**src/rtl/core/escaped_frame_receiver_assert.svh**
```systemverilog
// ---------------------------------------------------------------------------
// escaped_frame_receiver assertion macros
// shared concurrent assertion forms, clocked on the rising edge and
// disabled while the synchronous reset is low
// ---------------------------------------------------------------------------
`ifndef ESCAPED_FRAME_RECEIVER_ASSERT_SVH
`define ESCAPED_FRAME_RECEIVER_ASSERT_SVH

// same-cycle implication
`define EFR_ASSERT_IMPLY(label, clk, rst_n, ante, cons) \
  label: assert property (@(posedge clk) disable iff (!rst_n) (ante) |-> (cons)) \
    else $error("escaped_frame_receiver: same-cycle check failed");

// next-cycle implication
`define EFR_ASSERT_NEXT(label, clk, rst_n, ante, cons) \
  label: assert property (@(posedge clk) disable iff (!rst_n) (ante) |=> (cons)) \
    else $error("escaped_frame_receiver: next-cycle check failed");

`endif

```
**src/rtl/core/efr_pkg.sv**
```systemverilog
// ---------------------------------------------------------------------------
// efr_pkg
// types, codes and defaults shared by the escaped frame receiver modules
// ---------------------------------------------------------------------------
`timescale 1ns / 1ps
`default_nettype none

package efr_pkg;

  // default frame length limit
  localparam int unsigned MAX_FRAME_BYTES_DEF = 1024;

  // field widths
  localparam int unsigned BYTE_W = 8;
  localparam int unsigned POS_W  = 11;
  localparam int unsigned KIND_W = 2;
  localparam int unsigned IDX_W  = 2;

  // register reset values
  localparam logic [BYTE_W-1:0] START_CODE_RST  = 8'hC0;
  localparam logic [BYTE_W-1:0] END_CODE_RST    = 8'hD0;
  localparam logic [BYTE_W-1:0] ESCAPE_CODE_RST = 8'hDB;

  // configuration register indexes
  localparam logic [IDX_W-1:0] REG_START_CODE  = 2'd0;
  localparam logic [IDX_W-1:0] REG_END_CODE    = 2'd1;
  localparam logic [IDX_W-1:0] REG_ESCAPE_CODE = 2'd2;

  // result kinds
  typedef enum logic [KIND_W-1:0] {
    KIND_BYTE  = 2'd0,
    KIND_DONE  = 2'd1,
    KIND_ABORT = 2'd2
  } kind_t;

  // receiver mode, one-hot
  typedef enum logic [2:0] {
    MODE_IDLE = 3'b001,
    MODE_DATA = 3'b010,
    MODE_ESC  = 3'b100
  } mode_t;

  // control byte set
  typedef struct packed {
    logic [BYTE_W-1:0] start_code;
    logic [BYTE_W-1:0] end_code;
    logic [BYTE_W-1:0] escape_code;
  } cfg_t;

  // one result item plus its valid flag
  typedef struct packed {
    logic              valid;
    kind_t             kind;
    logic [BYTE_W-1:0] data;
    logic [POS_W-1:0]  pos;
    logic              ovf;
  } result_t;

endpackage

`default_nettype wire

```
**src/rtl/core/escaped_frame_receiver.sv**
```systemverilog
// ---------------------------------------------------------------------------
// escaped_frame_receiver
// deframes start/end/escape delimited byte streams into payload bytes,
// frame-complete and frame-aborted results
// ---------------------------------------------------------------------------
//  channel  | ports                                   | direction
//  ---------+-----------------------------------------+----------
//  input    | in_valid, in_stall, in_rx_byte          | in
//  result   | out_valid, out_stall, out_kind,         | out
//           | out_payload_byte, out_position,         |
//           | out_overflowed                          |
//  config   | cfg_we, cfg_index, cfg_wdata            | in
//
//  one byte per cycle while in_stall is low; a result is registered in the
//  output register, or waits in the skid entry first, before out_valid shows it
//  a skid entry behind the output register takes one more result while the
//  consumer stalls; in_stall rises only when that entry is full
//  synchronous reset returns the receiver to idle and the codes to defaults
// ---------------------------------------------------------------------------
`timescale 1ns / 1ps
`default_nettype none

module escaped_frame_receiver #(
  parameter int unsigned MAX_FRAME_BYTES = efr_pkg::MAX_FRAME_BYTES_DEF
) (
  input  logic                       clk,
  input  logic                       rst_n,
  input  logic                       in_valid,
  output logic                       in_stall,
  input  logic [efr_pkg::BYTE_W-1:0] in_rx_byte,
  output logic                       out_valid,
  input  logic                       out_stall,
  output logic [efr_pkg::KIND_W-1:0] out_kind,
  output logic [efr_pkg::BYTE_W-1:0] out_payload_byte,
  output logic [efr_pkg::POS_W-1:0]  out_position,
  output logic                       out_overflowed,
  input  logic                       cfg_we,
  input  logic [efr_pkg::IDX_W-1:0]  cfg_index,
  input  logic [efr_pkg::BYTE_W-1:0] cfg_wdata
);

  efr_pkg::cfg_t    cfg_r;
  efr_pkg::result_t core_res;
  efr_pkg::result_t out_res;
  logic             accept;
  logic             full;

  // control code registers
  always_ff @(posedge clk) begin
    if (!rst_n) begin
      cfg_r.start_code  <= efr_pkg::START_CODE_RST;
      cfg_r.end_code    <= efr_pkg::END_CODE_RST;
      cfg_r.escape_code <= efr_pkg::ESCAPE_CODE_RST;
    end else if (cfg_we) begin
      unique case (cfg_index)
        efr_pkg::REG_START_CODE:  cfg_r.start_code  <= cfg_wdata;
        efr_pkg::REG_END_CODE:    cfg_r.end_code    <= cfg_wdata;
        efr_pkg::REG_ESCAPE_CODE: cfg_r.escape_code <= cfg_wdata;
        default: ;
      endcase
    end
  end

  // input transfer
  assign in_stall = full;
  assign accept   = in_valid && !full;

  efr_core #(
    .MAX_FRAME_BYTES (MAX_FRAME_BYTES)
  ) u_core (
    .clk     (clk),
    .rst_n   (rst_n),
    .accept  (accept),
    .rx_byte (in_rx_byte),
    .cfg     (cfg_r),
    .res     (core_res)
  );

  efr_skid u_skid (
    .clk       (clk),
    .rst_n     (rst_n),
    .push      (accept && core_res.valid),
    .push_res  (core_res),
    .full      (full),
    .out_valid (out_valid),
    .out_stall (out_stall),
    .out_res   (out_res)
  );

  // result fields
  assign out_kind         = out_res.kind;
  assign out_payload_byte = out_res.data;
  assign out_position     = out_res.pos;
  assign out_overflowed   = out_res.ovf;

endmodule

`default_nettype wire

```
**src/rtl/core/efr_core.sv**
```systemverilog
// ---------------------------------------------------------------------------
// efr_core
// deframing state machine: unstuffs one byte per transfer and produces
// at most one result for it
// ---------------------------------------------------------------------------
`timescale 1ns / 1ps
`default_nettype none

`include "escaped_frame_receiver_assert.svh"

module efr_core #(
  parameter int unsigned MAX_FRAME_BYTES = efr_pkg::MAX_FRAME_BYTES_DEF
) (
  input  logic                      clk,
  input  logic                      rst_n,
  input  logic                      accept,
  input  logic [efr_pkg::BYTE_W-1:0] rx_byte,
  input  efr_pkg::cfg_t             cfg,
  output efr_pkg::result_t          res
);

  localparam int unsigned CNT_W = $clog2(MAX_FRAME_BYTES + 1);
  localparam logic [CNT_W-1:0] CNT_MAX = CNT_W'(MAX_FRAME_BYTES);

  efr_pkg::mode_t   mode_r, mode_nxt;
  logic [CNT_W-1:0] cnt_r, cnt_nxt;
  logic             ovf_r, ovf_nxt;

  logic                           is_start, is_end, is_esc;
  logic [CNT_W+efr_pkg::POS_W-1:0] cnt_ext;
  logic [efr_pkg::POS_W-1:0]       cnt_pos;

  // code matches and position masked to the port width
  assign is_start = (rx_byte == cfg.start_code);
  assign is_end   = (rx_byte == cfg.end_code);
  assign is_esc   = (rx_byte == cfg.escape_code);
  assign cnt_ext  = {{efr_pkg::POS_W{1'b0}}, cnt_r};
  assign cnt_pos  = cnt_ext[efr_pkg::POS_W-1:0];

  // next state and result for the byte on the input
  always_comb begin
    mode_nxt = mode_r;
    cnt_nxt  = cnt_r;
    ovf_nxt  = ovf_r;
    res      = '0;
    res.kind = efr_pkg::KIND_BYTE;
    unique case (mode_r)
      efr_pkg::MODE_DATA: begin
        priority if (is_start) begin
          res.valid = 1'b1;
          res.kind  = efr_pkg::KIND_ABORT;
          res.pos   = cnt_pos;
          res.ovf   = ovf_r;
          cnt_nxt   = '0;
          ovf_nxt   = 1'b0;
        end else if (is_end) begin
          res.valid = 1'b1;
          res.kind  = efr_pkg::KIND_DONE;
          res.pos   = cnt_pos;
          res.ovf   = ovf_r;
          mode_nxt  = efr_pkg::MODE_IDLE;
          cnt_nxt   = '0;
          ovf_nxt   = 1'b0;
        end else if (is_esc) begin
          mode_nxt = efr_pkg::MODE_ESC;
        end else if (cnt_r >= CNT_MAX) begin
          ovf_nxt = 1'b1;
        end else begin
          res.valid = 1'b1;
          res.data  = rx_byte;
          res.pos   = cnt_pos;
          cnt_nxt   = cnt_r + 1'b1;
        end
      end
      efr_pkg::MODE_ESC: begin
        mode_nxt = efr_pkg::MODE_DATA;
        priority if (!(is_start || is_end || is_esc)) begin
          // bad escape drops the frame
          res.valid = 1'b1;
          res.kind  = efr_pkg::KIND_ABORT;
          res.pos   = cnt_pos;
          res.ovf   = ovf_r;
          mode_nxt  = efr_pkg::MODE_IDLE;
          cnt_nxt   = '0;
          ovf_nxt   = 1'b0;
        end else if (cnt_r >= CNT_MAX) begin
          ovf_nxt = 1'b1;
        end else begin
          res.valid = 1'b1;
          res.data  = rx_byte;
          res.pos   = cnt_pos;
          cnt_nxt   = cnt_r + 1'b1;
        end
      end
      default: begin
        // idle: only a start code matters
        mode_nxt = efr_pkg::MODE_IDLE;
        if (is_start) begin
          mode_nxt = efr_pkg::MODE_DATA;
          cnt_nxt  = '0;
          ovf_nxt  = 1'b0;
        end
      end
    endcase
  end

  // state update on each input transfer
  always_ff @(posedge clk) begin
    if (!rst_n) begin
      mode_r <= efr_pkg::MODE_IDLE;
      cnt_r  <= '0;
      ovf_r  <= 1'b0;
    end else if (accept) begin
      mode_r <= mode_nxt;
      cnt_r  <= cnt_nxt;
      ovf_r  <= ovf_nxt;
    end
  end

  // checks
  `EFR_ASSERT_IMPLY(a_cnt_bound, clk, rst_n, 1'b1, cnt_r <= CNT_MAX)
  `EFR_ASSERT_IMPLY(a_ovf_at_limit, clk, rst_n, ovf_r, cnt_r == CNT_MAX)
  `EFR_ASSERT_IMPLY(a_idle_clean, clk, rst_n, mode_r == efr_pkg::MODE_IDLE,
                    (cnt_r == '0) && !ovf_r)
  `EFR_ASSERT_NEXT(a_restart, clk, rst_n,
                   accept && (mode_r == efr_pkg::MODE_DATA) && is_start,
                   (mode_r == efr_pkg::MODE_DATA) && (cnt_r == '0) && !ovf_r)

endmodule

`default_nettype wire

```
**src/rtl/core/efr_skid.sv**
```systemverilog
// ---------------------------------------------------------------------------
// efr_skid
// output register with one skid entry, so a result can wait on a stalled
// consumer while the next byte is still taken
// ---------------------------------------------------------------------------
`timescale 1ns / 1ps
`default_nettype none

module efr_skid (
  input  logic             clk,
  input  logic             rst_n,
  input  logic             push,
  input  efr_pkg::result_t push_res,
  output logic             full,
  output logic             out_valid,
  input  logic             out_stall,
  output efr_pkg::result_t out_res
);

  logic             main_valid_r, main_valid_nxt;
  logic             skid_valid_r, skid_valid_nxt;
  efr_pkg::result_t main_r, main_nxt;
  efr_pkg::result_t skid_r, skid_nxt;
  logic             pop;

  assign pop       = main_valid_r && !out_stall;
  assign full      = skid_valid_r;
  assign out_valid = main_valid_r;
  assign out_res   = main_r;

  // buffer steering
  always_comb begin
    main_valid_nxt = main_valid_r;
    skid_valid_nxt = skid_valid_r;
    main_nxt       = main_r;
    skid_nxt       = skid_r;
    priority if (skid_valid_r) begin
      if (pop) begin
        main_nxt       = skid_r;
        skid_valid_nxt = 1'b0;
      end
    end else if (push) begin
      if (!main_valid_r || pop) begin
        main_nxt       = push_res;
        main_valid_nxt = 1'b1;
      end else begin
        skid_nxt       = push_res;
        skid_valid_nxt = 1'b1;
      end
    end else if (pop) begin
      main_valid_nxt = 1'b0;
    end
  end

  // valid flags
  always_ff @(posedge clk) begin
    if (!rst_n) begin
      main_valid_r <= 1'b0;
      skid_valid_r <= 1'b0;
    end else begin
      main_valid_r <= main_valid_nxt;
      skid_valid_r <= skid_valid_nxt;
    end
  end

  // payload
  always_ff @(posedge clk) begin
    main_r <= main_nxt;
    skid_r <= skid_nxt;
  end

endmodule

`default_nettype wire

```
**config.mk**
```make
export PLATFORM = sky130hd
export DESIGN_NAME = escaped_frame_receiver
export DESIGN_NICKNAME = d
export VERILOG_FILES = /design/src/rtl/core/efr_pkg.sv /design/src/rtl/core/escaped_frame_receiver.sv /design/src/rtl/core/efr_core.sv /design/src/rtl/core/efr_skid.sv
export VERILOG_INCLUDE_DIRS = /design/src /design/src/rtl/core
export SDC_FILE = /design/constraint.sdc
export NUM_CORES = 1
export LEC_CHECK = 0
export ABC_CLOCK_PERIOD_IN_PS = 3900
export BUFFER_PORTS_ARGS = -buffer_cell sky130_fd_sc_hd__buf_2
export CORE_AREA = 2 2 100 121
export CTS_BUF_LIST = sky130_fd_sc_hd__clkbuf_16
export CTS_CLUSTER_SIZE = 12
export DETAILED_ROUTE_END_ITERATION = 6
export DIE_AREA = 0 0 102 123
export SYNTH_ARGS = -nofsm -noshare
export SYNTH_HDL_FRONTEND = slang
export SYNTH_SLANG_ARGS = --single-unit
```
**constraint.sdc**
```tcl
create_clock -name clk -period 3.9 [get_ports clk]
set_clock_uncertainty 0.1 [all_clocks]
set_input_delay 0 -clock clk [delete_from_list [all_inputs] [get_ports clk]]
set_output_delay 0 -clock clk [all_outputs]
set_load 0.02 [all_outputs]
```
==> Word-level counts from Yosys, hierarchy flattened <==
Index checks and enable logic that the tools add are counted.
W data, S select, Z words.
{ "classes": {"add_sub_neg": 1, "order_cmp": 1, "eq_ne": 12, "n_mux": 49, "n_bitwise": 2, "reduce_logical": 22} }
{ "ops": {"columns": ["op", "count"], "rows": [
  ["$mux W11", 8],
  ["$mux W22", 4],
  ["$pmux W23 S2", 1],
  ["$mux W19", 2],
  ["$eq A8 B8 Y1", 3],
  ["$mux W8", 3],
  ["$pmux W11 S2", 1],
  ["$mux W1", 20],
  ["$reduce_and A3 Y1", 5],
  ["$mux W12", 1],
  ["$mux W3", 4],
  ["$add A11 B1 Y11 const B", 1],
  ["$ge A11 B11 Y1 const B", 1],
  ["$mux W2", 3],
  ["$ne A2 B2 Y1 const B", 3],
  ["$pmux W3 S2", 1],
  ["$reduce_and A2 Y1", 3],
  ["$reduce_bool A2 Y1", 3],
  ["$ne A4 B2 Y1 const B", 1],
  ["$eq A3 B2 Y1 const B", 1],
  ["$eq A3 B3 Y1 const B", 1],
  ["$logic_and A1 B1 Y1", 3],
  ["$logic_not A1 Y1", 3],
  ["$logic_or A1 B1 Y1", 3],
  ["7 further kinds", 8]
]} }
{ "totals": {"ff_bits": 85, "out_inout_bits": 24, "word_cells": 103} }

==> Depth between registers and ports, before layout <==
{ "depth": {"word_depth": 9, "ltp_mapped": 8, "depth_no_buf": 7} }

==> Modules after synthesis <==
From an unflattened synthesis, not the netlist that was laid out.
{ "hier_totals": {"hier_cells": 367, "area_unflattened_um2": 4359.2} }
{ "by_module_without_submodules": {"columns": ["module", "n_inst", "cells_each", "area_each_um2"], "rows": [
  ["efr_skid", 1, 85, 1850.5],
  ["efr_core", 1, 185, 1530.2],
  ["escaped_frame_receiver", 1, 97, 978.4]
]} }

==> Least setup slack after synthesis <==
No wires, ideal clock.
{ "synth_timing": {"path_type": "register -> register", "from": "register cfg_r[19] (netlist bit)", "to": "register u_skid.main_r (netlist bit u_skid.out_res[0]) (enable)", "t_arrival_ns": 3.075, "required_time_ns": 3.365, "path_slack_ns": 0.290, "stages_incl_launch_ff": 9, "synth_period_minus_slack_ns": 3.610, "cell_sequence": "dfxtp_1 > xnor2_1 > nand4_1 > nor2_1 > buf_2 > nor3_1 > a222oi_1 > nand2b_1 > a21boi_0"} }
{ "synth_via": {"elab_chain_len": 8} }
{ "synth_lines": {"columns": ["item", "line_no", "source"], "rows": [
  ["from (decl)", "escaped_frame_receiver.sv:42", "efr_pkg::cfg_t cfg_r;"],
  ["$eq A8 B8 Y1 (*)", "efr_core.sv:34", "assign is_start = (rx_byte == cfg.start_code);"],
  ["$logic_or A1 B1 Y1 (2 in series)", "efr_core.sv:77", "priority if (!(is_start || is_end || is_esc)) begin"],
  ["$mux W1", "efr_core.sv:77", null],
  ["$pmux W23 S2 (*)", "efr_core.sv:47", "unique case (mode_r)"],
  ["$logic_and A1 B1 Y1 (*)", "escaped_frame_receiver.sv:82", ".push (accept && core_res.valid),"],
  ["$reduce_bool A2 Y1 (no line) (*)", null, null],
  ["$reduce_and A3 Y1 (no line) (*)", null, null],
  ["to (signal assigned)", "efr_skid.sv:68", "main_r <= main_nxt;"],
  ["to (decl)", "efr_skid.sv:22", "efr_pkg::result_t main_r, main_nxt;"]
]} }
Mark *: on every way between the ends. The rest lies on a longest branch, timed or not.
A chain may end at the register's enable or synchronous reset.

==> flow_summary_export.csv <==
group,metric,value,unit
job,maxCapViolCount,0,
routing,routed-via-count,2982,
routing,wl_per_cell,14.4,microns
clock_tree,numClockSinks,85,
logic_synthesis,async_reset_ff_share,0,%
critical_path,cp.arrival,2.87,ns
routing,drt_pass1_iterations,5,
global_routing,grt_max_degree,28,
sta,relSlewSlack,41.1,%
critical_path,path_max_fanout,16,
clock_tree,cts-root-buf,"clkbuf_16",
place,gp_congestion,0.769,
global_routing,gr-total-overflow,0,
sta,hold_viol,0,
floorplan,core_area,11400,sq um
floorplan,dieArea,12500,sq um
final_layout,instances_no_fill,610,
logic_synthesis,synth_ff_type,"edfxtp_1",
critical_path,cp-end-kind,"register",
critical_path,worstSetupStartpointType,"input pin",
floorplan,boundaryPins,47,
floorplan,die_y,123,microns
sta,fin_crit,2.88,ns
run_status,outcome,"complete, no violations",
sta,fmax,0.347,GHz
logic_synthesis,synthTopCellsByArea,"edfxtp_1, dfxtp_1, xnor2_1",
routing,wl,8800,microns
min_path,hold_start,"cfg_index[1]",
pwr,p_leak,1.72,nW
sta,rsz0062_at_grt,"no",
global_routing,grt_pass1_wl,14200,microns
clock_tree,clkSlewWorstSetupHoldPaths,0.06,ns
clock_tree,cts_tree,"built",
critical_path,reg2reg_slack,1.07,ns
logic_synthesis,yosys_warnings,0,
floorplan,num_rows,43,
global_routing,grt_pass1_vias,2831,
logic_synthesis,synth_top_area_share,34.1,%
logic_synthesis,synth-edff-count,44,
place,portBuffers,46,
critical_path,critical_path_class,"in -> reg",
logic_synthesis,ys_seq_area_share,55.3,%
critical_path,r2r_cells,7,
critical_path,timing.rr.start,"cfg_r[14]",
logic_synthesis,ys_ff_latch,85,
final_layout,fin_area,4840,sq um
routing,drc,0,
routing,via_per_inst,4.89,
sta,tightest_slew,0.882,ns
sta,finalSetupViolations,0,
clock_tree,ctsLongestPathBuffers,2,
min_path,min_to,"cfg_r[9]",
final_layout,drive_gt1_share,19.2,%
clock_tree,cts_made_buffers,9,
final_layout,nets,475,
final_layout,diodes,0,
clock_tree,clock_latency,0.34,ns
floorplan,die_w,102,microns
logic_synthesis,synth_top_cell_by_area,"edfxtp_1",
place,place_inst,572,
critical_path,startpoint,"in_rx_byte[4]",
global_routing,antenna_found_initial,0,
logic_synthesis,synth_cell_types,49,
critical_path,required,3.89,ns
final_layout,utilization,42.5,%
final_layout,area_growth,25.0,%
routing,final_antenna_net_count,0,
logic_synthesis,netlist_area,3870,sq um
global_routing,grt_usage,14.7,%
min_path,hold_path.class,"in -> reg",
clock_tree,htreeDepth,3,
min_path,min_path_cells,4,
logic_synthesis,syn_inst,375,
place,hpwl,6050,microns
final_layout,nFillCells,1142,
sta,drv_slew,0,
routing,dr.first_iter.drc_count,217,
pwr,ir_worst_vdd,0.155,mV
clock_tree,cts_resized,0,
floorplan,initial_utilization,34.0,%
logic_synthesis,syn_avg_cell_area,10.3,sq um
pwr,power_density,399,nW/um^2
logic_synthesis,syn-num-nets,401,
place,place_area,4310,sq um
sta,hold_ws,0.0207,ns
sta,tns,0,ns
sta,timing.final.crit_share,73.8,%
critical_path,rr_endpoint,"u_skid.out_res[14]",
power breakdown:
| part | internal, mW | leakage, nW | switching (mW) | total [mW] |
|---|---|---|---|---|
| logic | 0.0492 | 0.815 | 0.0514 | 0.101 |
| registers | 0.941 | 0.753 | 0.00683 | 0.948 |
| clock network | 0.551 | 0.152 | 0.333 | 0.885 |
per-stage QoR:
stage                     worst slack, ns  power [mW]
after floorplan                     0.290        1.01
after global placement               1.21        1.05
after detailed placement             1.14        1.05
after CTS                            1.07        1.95
after global routing                0.882        1.99
final                                1.02        1.93
how the worst max path moves through the flow:
| stage | to | slack (ns) |
|---|---|---|
| floorplan | u_skid.out_res[0] | 0.29 |
| CTS | u_skid.out_res[14] | 1.07 |
| global route | u_skid.out_res[13] | 0.88 |
| global placement | u_skid.out_res[12] | 1.21 |
| finish | u_skid.out_res[14] | 1.02 |
| detailed placement | u_skid.out_res[14] | 1.14 |
layout by cell type (no fill, tap or decap), drive strengths merged, types with 6 or more instances in the layout:
cell type and n:
inv 11, xnor2 29, a21oi 15, nand3 11
o21ai 6, nand4 8, clkbuf 9, edfxtp 44
nand2 57, and2 19, dfxtp 41, a31o 9
o31ai 7, mux2 7, nor2 26, buf 53
mux2i 11, nor3 15, dlygate4sd3 23
layout make-up:
type | instances | area, sq um | share of cell area (%)
multi-input cells | 265 | 1640 | 33.9
flip-flops and latches | 85 | 2140 | 44.2
clock inverters | 6 | 80.1 | 1.65
inverters | 12 | 45.0 | 0.930
clock buffers | 9 | 225 | 4.65
well taps | 157 | 196 | 4.06
repair buffers | 76 | 513 | 10.6
per-layer routing:
layer | global-route usage [%] | part of all wire (%)
met1 | 19.5 | 45
met2 | 23.2 | 48
met3 | 2.83 | 4.5
met4 | 6.75 | 2.2
met5 | 0 | 0
flip-flops by register name, summed over array words and instances, names as in the netlist:
signal,count
cfg_r,24
u_core.cnt_pos,11
u_core.mode_r,3
u_core.ovf_r,1
u_skid.full,1
u_skid.out_res,22
u_skid.out_valid,1
u_skid.skid_r,22
cell usage after synthesis, types with 4 or more instances:
| cell type | number |
|---|---|
| a21oi_1 | 15 |
| a31o_2 | 8 |
| and2_1 | 19 |
| clkbuf_1 | 11 |
| dfxtp_1 | 41 |
| edfxtp_1 | 44 |
| inv_1 | 10 |
| mux2_2 | 7 |
| mux2i_1 | 11 |
| nand2_1 | 57 |
| nand3_1 | 11 |
| nand4_1 | 8 |
| nor2_1 | 25 |
| nor2b_1 | 4 |
| nor3_1 | 15 |
| o21ai_0 | 5 |
| o31ai_1 | 7 |
| or2_2 | 4 |
| or3_1 | 4 |
| xnor2_1 | 29 |
cell families after synthesis:
logic type	after synthesis	share of synthesized area, %
AO/OA/AOI/OAI	51	9.01
XOR/XNOR	29	6.55
adder cells (fa/ha/maj)	3	0.969
buffers and inverters	25	2.45
flip-flops	85	55.3
multiplexers	18	4.88
AND/OR/NAND/NOR	164	20.9
what timing repair did:
| item | CTS | global route |
|---|---|---|
| hold buffers | 23 | 0 |
| buffers inserted | 0 | 0 |
| hold endpoints to repair | 43 | 0 |
worst max-delay path, cell delays in order:
cell           delay (ns)
dlygate4sd3_1        0.55
buf_2                0.18
xnor2_1              0.17
nand4_1              0.11
nor2_1               0.36
or3_1                0.20
mux2i_1              0.57
nor2_1               0.38
a31o_2               0.34
No activity file was read; power rests on OpenSTA's default activity.
